**src/keyed_slot_directory_lookup_defines.svh**
```systemverilog
// Assertion macros shared by the keyed slot directory lookup RTL.
// Depends on nothing; each macro expects a clk and an rst signal in scope.
`ifndef KEYED_SLOT_DIRECTORY_LOOKUP_DEFINES_SVH
`define KEYED_SLOT_DIRECTORY_LOOKUP_DEFINES_SVH

// The consequent must hold in the same cycle as the antecedent.
`define KSDL_ASSERT_NOW(lbl, ante, cons, msg) \
  lbl: assert property (@(posedge clk) disable iff (rst) (ante) |-> (cons)) else $error(msg);

// The consequent must hold in the cycle after the antecedent.
`define KSDL_ASSERT_NEXT(lbl, ante, cons, msg) \
  lbl: assert property (@(posedge clk) disable iff (rst) (ante) |=> (cons)) else $error(msg);

`endif

```
**src/ksdl_pkg.sv**
```systemverilog
// Types and constants for the keyed slot directory lookup.
// Used by the top level; depends on nothing.
package ksdl_pkg;

  typedef enum logic [1:0] {
    OP_WRITE    = 2'd0,
    OP_ERASE    = 2'd1,
    OP_SELECT   = 2'd2,
    OP_RESELECT = 2'd3
  } opcode_t;

  typedef enum logic [1:0] {
    ST_OK       = 2'd0,
    ST_BAD_SLOT = 2'd1,
    ST_TOO_LONG = 2'd2
  } status_t;

  localparam logic [15:0] CAPACITY_RESET = 16'd8144;

  typedef struct packed {
    opcode_t     opcode;
    logic [7:0]  slot_index;
    logic [15:0] vendor_id;
    logic [15:0] product_id;
    logic [31:0] content_hash;
    logic [15:0] payload_length;
  } req_t;

  typedef struct packed {
    status_t    status;
    logic       slot_found;
    logic [3:0] active_index;
    logic       active_changed;
    logic [4:0] used_count;
  } rsp_t;

  typedef struct packed {
    logic [15:0] vendor;
    logic [15:0] product;
    logic [31:0] hash;
  } entry_t;

endpackage

```
**src/ksdl_ram.sv**
```systemverilog
// Generic single-write, single-read RAM with registered read data.
// Standalone; used for the slot header store.
module ksdl_ram #(
  parameter int WIDTH = 64,
  parameter int DEPTH = 16
) (
  input  logic                                     clk,
  input  logic                                     we,
  input  logic [((DEPTH > 1) ? $clog2(DEPTH) : 1)-1:0] waddr,
  input  logic [WIDTH-1:0]                         wdata,
  input  logic [((DEPTH > 1) ? $clog2(DEPTH) : 1)-1:0] raddr,
  output logic [WIDTH-1:0]                         rdata
);

  logic [WIDTH-1:0] mem [DEPTH];

  always_ff @(posedge clk) begin
    if (we) begin
      mem[waddr] <= wdata;
    end
    rdata <= mem[raddr];
  end

endmodule

```
**src/keyed_slot_directory_lookup.sv**
```systemverilog
// Top level of the keyed slot directory lookup: slot store, scan sequencer, result register.
// Depends on ksdl_pkg, ksdl_ram and keyed_slot_directory_lookup_defines.svh.
//
//   channel   direction  handshake            payload
//   in        request    in_valid / in_ready   req_t
//   out       result     out_valid / out_ready rsp_t
//   cfg       write      cfg_we                cfg_wdata (data capacity)
//
// Write and erase requests are answered straight away: their result is loaded as they are taken.
// A select or reselect scans the slots one per cycle through the RAM read port, stopping
// early on an exact hash match; a key with zero vendor and product ids skips the scan.
// A request is taken only while the sequencer is idle and the result register is free
// or being emptied. Reset clears all valid marks at once; no clearing pass is needed.
`include "keyed_slot_directory_lookup_defines.svh"

module keyed_slot_directory_lookup
  import ksdl_pkg::*;
#(
  parameter int SLOT_COUNT = 16
) (
  input  logic        clk,
  input  logic        rst,
  input  logic        in_valid,
  output logic        in_ready,
  input  req_t        in_data,
  output logic        out_valid,
  input  logic        out_ready,
  output rsp_t        out_data,
  input  logic        cfg_we,
  input  logic [15:0] cfg_wdata
);

  localparam int IDX_W = (SLOT_COUNT > 1) ? $clog2(SLOT_COUNT) : 1;
  localparam int CNT_W = $clog2(SLOT_COUNT + 1);

  typedef enum logic [1:0] {
    S_IDLE,
    S_SCAN,
    S_FINISH
  } state_t;

  state_t                 state;
  logic [15:0]            capacity;
  logic [SLOT_COUNT-1:0]  valid;
  logic [SLOT_COUNT-1:0]  valid_next;
  logic [CNT_W-1:0]       used;
  logic [CNT_W-1:0]       used_next;
  logic                   active_valid;
  logic [IDX_W-1:0]       current_slot;
  logic [15:0]            saved_vendor;
  logic [15:0]            saved_product;
  logic [31:0]            saved_hash;
  logic [CNT_W-1:0]       issue_cnt;
  logic                   cmp_live;
  logic [IDX_W-1:0]       cmp_idx;
  logic                   sel_hit;
  logic [IDX_W-1:0]       sel_idx;

  logic                   accept;
  logic                   slot_ok;
  logic                   len_ok;
  logic [IDX_W-1:0]       slot_sel;
  logic                   wr_ok;
  logic                   er_ok;
  status_t                req_status;
  entry_t                 entry_in;
  entry_t                 entry_rd;
  logic                   cmp_hit;
  logic                   cmp_strict;
  logic                   cmp_last;
  logic                   sel_changed;
  logic                   out_free;
  logic                   out_load;
  logic [7:0]             active_ext;
  logic [7:0]             sel_ext;
  logic [7:0]             used_ext;

  assign out_free = !out_valid || out_ready;
  assign in_ready = (state == S_IDLE) && out_free;
  assign accept   = in_valid && in_ready;
  assign out_load = (accept && ((in_data.opcode == OP_WRITE) || (in_data.opcode == OP_ERASE)))
                    || ((state == S_FINISH) && out_free);

  always_comb begin
    slot_ok    = {1'b0, in_data.slot_index} < 9'(SLOT_COUNT);
    len_ok     = in_data.payload_length <= capacity;
    slot_sel   = in_data.slot_index[IDX_W-1:0];
    wr_ok      = accept && (in_data.opcode == OP_WRITE) && slot_ok && len_ok;
    er_ok      = accept && (in_data.opcode == OP_ERASE) && slot_ok;
    valid_next = valid;
    used_next  = used;
    if (wr_ok) begin
      valid_next[slot_sel] = 1'b1;
      if (!valid[slot_sel]) begin
        used_next = CNT_W'(used + 1'b1);
      end
    end
    if (er_ok) begin
      valid_next[slot_sel] = 1'b0;
      if (valid[slot_sel]) begin
        used_next = CNT_W'(used - 1'b1);
      end
    end
    if (!slot_ok) begin
      req_status = ST_BAD_SLOT;
    end else if ((in_data.opcode == OP_WRITE) && !len_ok) begin
      req_status = ST_TOO_LONG;
    end else begin
      req_status = ST_OK;
    end
  end

  assign entry_in.vendor  = in_data.vendor_id;
  assign entry_in.product = in_data.product_id;
  assign entry_in.hash    = in_data.content_hash;

  ksdl_ram #(
    .WIDTH ($bits(entry_t)),
    .DEPTH (SLOT_COUNT)
  ) u_store (
    .clk   (clk),
    .we    (wr_ok),
    .waddr (slot_sel),
    .wdata (entry_in),
    .raddr (issue_cnt[IDX_W-1:0]),
    .rdata (entry_rd)
  );

  always_comb begin
    cmp_hit     = cmp_live && valid[cmp_idx] && (entry_rd.vendor == saved_vendor)
                  && (entry_rd.product == saved_product);
    cmp_strict  = cmp_hit && (saved_hash != 32'd0) && (entry_rd.hash == saved_hash);
    cmp_last    = cmp_idx == IDX_W'(SLOT_COUNT - 1);
    sel_changed = !((sel_hit == active_valid) && (!sel_hit || (sel_idx == current_slot)));
    active_ext  = 8'(current_slot);
    sel_ext     = 8'(sel_idx);
    used_ext    = 8'(used_next);
  end

  always_ff @(posedge clk) begin
    if (rst) begin
      state         <= S_IDLE;
      capacity      <= CAPACITY_RESET;
      valid         <= '0;
      used          <= '0;
      active_valid  <= 1'b0;
      current_slot  <= '0;
      saved_vendor  <= '0;
      saved_product <= '0;
      saved_hash    <= '0;
      issue_cnt     <= '0;
      cmp_live      <= 1'b0;
      sel_hit       <= 1'b0;
      out_valid     <= 1'b0;
    end else begin
      if (cfg_we) begin
        capacity <= cfg_wdata;
      end
      valid <= valid_next;
      used  <= used_next;
      if (out_load) begin
        out_valid <= 1'b1;
      end else if (out_valid && out_ready) begin
        out_valid <= 1'b0;
      end
      case (state)
        S_IDLE: begin
          if (accept) begin
            issue_cnt <= '0;
            cmp_live  <= 1'b0;
            sel_hit   <= 1'b0;
            case (in_data.opcode)
              OP_WRITE, OP_ERASE: begin
                out_data.status         <= req_status;
                out_data.slot_found     <= active_valid;
                out_data.active_index   <= active_valid ? active_ext[3:0] : 4'd0;
                out_data.active_changed <= 1'b0;
                out_data.used_count     <= used_ext[4:0];
              end
              OP_SELECT: begin
                saved_vendor  <= in_data.vendor_id;
                saved_product <= in_data.product_id;
                saved_hash    <= in_data.content_hash;
                if ((in_data.vendor_id == 16'd0) && (in_data.product_id == 16'd0)) begin
                  state <= S_FINISH;
                end else begin
                  state <= S_SCAN;
                end
              end
              default: begin
                active_valid <= 1'b0;
                current_slot <= '0;
                if ((saved_vendor == 16'd0) && (saved_product == 16'd0)) begin
                  state <= S_FINISH;
                end else begin
                  state <= S_SCAN;
                end
              end
            endcase
          end
        end
        S_SCAN: begin
          if (issue_cnt < CNT_W'(SLOT_COUNT)) begin
            issue_cnt <= CNT_W'(issue_cnt + 1'b1);
          end
          cmp_live <= issue_cnt < CNT_W'(SLOT_COUNT);
          cmp_idx  <= issue_cnt[IDX_W-1:0];
          if (cmp_strict) begin
            sel_hit <= 1'b1;
            sel_idx <= cmp_idx;
            state   <= S_FINISH;
          end else begin
            if (cmp_hit && !sel_hit) begin
              sel_hit <= 1'b1;
              sel_idx <= cmp_idx;
            end
            if (cmp_live && cmp_last) begin
              state <= S_FINISH;
            end
          end
        end
        S_FINISH: begin
          if (out_free) begin
            out_data.status         <= ST_OK;
            out_data.slot_found     <= sel_hit;
            out_data.active_index   <= sel_hit ? sel_ext[3:0] : 4'd0;
            out_data.active_changed <= sel_changed;
            out_data.used_count     <= used_ext[4:0];
            active_valid            <= sel_hit;
            current_slot            <= sel_hit ? sel_idx : '0;
            state                   <= S_IDLE;
          end
        end
        default: begin
          state <= S_IDLE;
        end
      endcase
    end
  end

  `KSDL_ASSERT_NOW(a_used_matches_valid, 1'b1, used == CNT_W'($countones(valid)),
    "used count disagrees with the valid marks")
  `KSDL_ASSERT_NOW(a_active_in_range, active_valid,
    active_ext < 8'(SLOT_COUNT), "active slot beyond the directory")
  `KSDL_ASSERT_NEXT(a_select_blocks, accept && ((in_data.opcode == OP_SELECT)
    || (in_data.opcode == OP_RESELECT)), !in_ready, "request taken during a select")
  `KSDL_ASSERT_NOW(a_scan_keeps_valid, state == S_SCAN, valid_next == valid,
    "valid marks changed during a scan")

endmodule

```
**config.mk**
```make
export PLATFORM = sky130hd
export DESIGN_NAME = keyed_slot_directory_lookup
export DESIGN_NICKNAME = d
export VERILOG_FILES = /design/src/ksdl_pkg.sv /design/src/ksdl_ram.sv /design/src/keyed_slot_directory_lookup.sv
export VERILOG_INCLUDE_DIRS = /design/src /design/src/src
export SDC_FILE = /design/constraint.sdc
export NUM_CORES = 1
export LEC_CHECK = 0
export BUFFER_PORTS_ARGS = -buffer_cell sky130_fd_sc_hd__buf_2
export CORE_MARGIN = 1
export CORE_UTILIZATION = 57
export DETAILED_ROUTE_END_ITERATION = 7
export GPL_ROUTABILITY_DRIVEN = 0
export PLACE_DENSITY = 0.75
export SLEW_MARGIN = 20
export SYNTH_ARGS = -nofsm -noshare
export SYNTH_HDL_FRONTEND = slang
export SYNTH_HIERARCHICAL = 1
export SYNTH_SLANG_ARGS = --single-unit
export TNS_END_PERCENT = 100
```
**constraint.sdc**
```tcl
create_clock -name clk -period 11.15 [get_ports clk]
set_clock_uncertainty 0.1 [all_clocks]
set_input_delay 2.23 -clock clk [delete_from_list [all_inputs] [get_ports clk]]
set_output_delay 2.23 -clock clk [all_outputs]
set_load 0.05 [all_outputs]
```
==> flow_summary.yaml <==
run_status:
  outcome: "finished clean"
global_routing:
  largest_net_degree_at_the_start_of_global_routing: 112
  antenna_found_initial: 5
  global_route_wire_length_before_repair_mm: 148
  groute.usage.overall_pct: 24.3
  first_global_vias: 24300
  globalRouteOverflowTotal: 0
floorplan:
  initial_util_pct: 57.6
  core_area_sq_mm: 0.0805
  die_area_sq_mm: 0.0825
  num_io_pins: 126
  std_cell_rows: 104
  chipHeight_microns: 287
  fp.dieW_microns: 287
pwr:
  power.density_cell_area_mw_per_mm2: 181
  worst_ir_drop_on_vdd_uv: 163
  leakagePower_nw: 16.6
worst_setup_path:
  required_ns: 11.31
  worst_r2r_path_depth: 10
  criticalPathCategory: "in2reg"
  critical_path.max_stage_delay_ns: 0.85
  cpMaxStageDelayCell: "a211oi_4"
  ff2ff_setup_slack_ns: 5.85
  critical_path_cell_list: "buf_2 > ha_1 > nand4_2 > nor2_1 > or3_1 > or4_4 > a211oi_4 > nand3b_1 > nor2_4 > buf_4"
  crit_arrival_ns: 6.79
  start_kind: "input port"
  critPathMaxFanout: 43
  timing.critical_path.to_type: "register"
placement:
  place_area_sq_mm: 0.0482
  pre_cts_slack_ns: 3.88
  place_inst: 3517
  port_buffers: 125
  place.detailed.hpwl_mm: 53.1
yosys:
  number_of_enable_flip_flop_cells_after_synthesis: 1045
  async_reset_ff_share_pct: 0
  synthesis.area_per_instance_sq_um: 19.2
  netlist_area_pre_place_sq_mm: 0.0464
  synth_flop_cell: "edfxtp_1"
  post_synth_num_cell_types: 54
  synth_register_bits: 1225
  synth.yosys.seq_area_share_pct: 75.4
  synthCells: 2420
  synthesis.nets: 2550
  synth.yosys.warnings: 6
clock_network:
  cts_tree: "yes"
  post_cts_resize_count: 0
  htreeDepth: 3
  clkSinkCount: 1225
  holdBufCountCts: 0
  clkLatencyLatePin_ns: 0.68
  clock_tree.root_cell: "clkbuf_16"
  path_clk_slew_ns: 0.06
  postCtsSetupRepairBufs: 0
  cts_max_path_buffers: 3
  tritoncts.num_buffers: 114
routing:
  first_iter_violations: 2397
  post_drt_wl_per_cell_microns: 26.3
  drc_violations_left: 0
  ant_nets: 0
  wirelength_mm: 98.5
  route.detailed.vias_per_inst: 6.29
  firstDrtPassIters: 7
  num_vias: 23500
sta:
  fin_tns_setup_ns: 0
  finalHoldViolations: 0
  finalCriticalPeriod_ns: 6.62
  maxSlewViolCount: 0
  finalCritPeriodShare_pct: 59.4
  worstMarginPinSlew_ns: 1.16
  layout_setup_ws_ns: 4.53
  slew_headroom_pct: 22.8
  final-setup-viol-count: 0
  setup_repair_after_global_routing_missed_its_margin: "false"
  peak_freq_mhz: 151
finish:
  fin_area_sq_mm: 0.0521
  final_common_cell: "edfxtp_1"
  area_delta_synth_final_pct: 12.3
  drive_above_1_share_pct: 23.9
  finish.cell_count_without_fillers: 3737
  top_library_cells_by_usage_in_the_layout_fill_and_taps_aside: "edfxtp_1 (1,045), mux4_2 (265), nand2_1 (214)"
  design.final.nets: 2706
  utilization_pct: 64.7
min_path:
  holdCritPathClass: "reg2reg"
  min_delay_path_depth: 2
flow_run:
  drv.max_cap_violation_count: 0
[registers in the layout, indices dropped and copies added, names as in the netlist, 5 cells and up]
signal and flops:
issue_cnt 5, saved_hash 32, used 5, saved_vendor 16, capacity 16, saved_product 16, u_store/rdata 64, u_store/mem 1024
out_data 13, valid 16
[cells in the mapped netlist, drive strengths merged (7+ instances only)]
| library cell | n | area [sq um] |
|---|---|---|
| nor3 | 19 | 100 |
| xnor2 | 32 | 280 |
| nand2b | 7 | 43.8 |
| nand2 | 215 | 807 |
| buf | 53 | 348 |
| edfxtp | 1045 | 31400 |
| a22oi | 128 | 961 |
| nand3 | 8 | 40.0 |
| a21oi | 77 | 385 |
| nor4 | 39 | 244 |
| inv | 21 | 78.8 |
| a211oi | 18 | 148 |
| clkbuf | 71 | 267 |
| a31oi | 22 | 138 |
| mux2i | 12 | 120 |
| xor2 | 42 | 368 |
| nor2b | 11 | 68.8 |
| o211ai | 8 | 60.1 |
| nand4 | 16 | 106 |
| dfxtp | 180 | 3600 |
| ha | 19 | 238 |
| mux4 | 265 | 5970 |
| nor2 | 55 | 209 |
| and3 | 7 | 43.8 |
[final cells by class]
type                    count  area (sq um)
clock buffers             153          3160
clock inverters            61           679
diodes                      3          7.51
fillers                  5163         28400
flip-flops and latches   1225         35000
well taps                1060          1330
repair buffers            164           997
inverters                  22          82.6
multi-input cells        1049         10900
[power breakdown]
part / switching (mW) / internal, mW
Clock: 1.64 / 2.29
Sequential: 0.0359 / 5.00
Combinational: 0.270 / 0.207
Total: 1.95 / 7.50
[per-stage QoR]
stage / power, mW / hold WS (ns)
global placement: 5.60 / 0.368
detailed placement: 5.61 / 0.378
finish: 9.44 / 0.386
CTS: 9.50 / 0.386
global route: 9.70 / 0.411
floorplan: 5.46 / 0.324
[final timing paths]
path | start | endpoint
hold reg to reg | saved_vendor[15] | saved_vendor[15]
setup / recovery | in_data[13] | u_store/mem[10][39]
hold / removal | saved_vendor[15] | saved_vendor[15]
setup reg to reg | capacity[13] | u_store/mem[10][39]
[cells by family after synthesis]
| group | after synthesis | share of synthesized area, % |
|---|---|---|
| AOI/OAI and AO/OA | 277 | 4.04 |
| DFF | 1225 | 75.4 |
| adders and majority gates | 19 | 0.512 |
| and+or+nand+nor | 398 | 3.93 |
| buffers and inverters | 146 | 1.50 |
| muxes | 281 | 13.2 |
| xor gates and xnor gates | 74 | 1.40 |
[per-layer routing]
| metal | part of all wire (%) | wire [microns] | up-vias | track usage (%) |
|---|---|---|---|---|
| met5 | 0.013 | 13 | - | 0 |
| met1 | 40 | 39000 | 12200 | 33.1 |
| met4 | 2.8 | 2710 | 2 | 7.54 |
| met3 | 6.9 | 6750 | 183 | 3.48 |
| met2 | 51 | 50000 | 968 | 40.9 |
| li1 | - | - | 10100 | - |
[critical path: cells and delay by family]
kind / cells / cell delay, ns
compound gates: 1 / 0.85
fa+ha+maj: 1 / 0.31
buf+inv: 2 / 0.92
simple gates: 6 / 2.42
(Power assumes the default switching activity.)
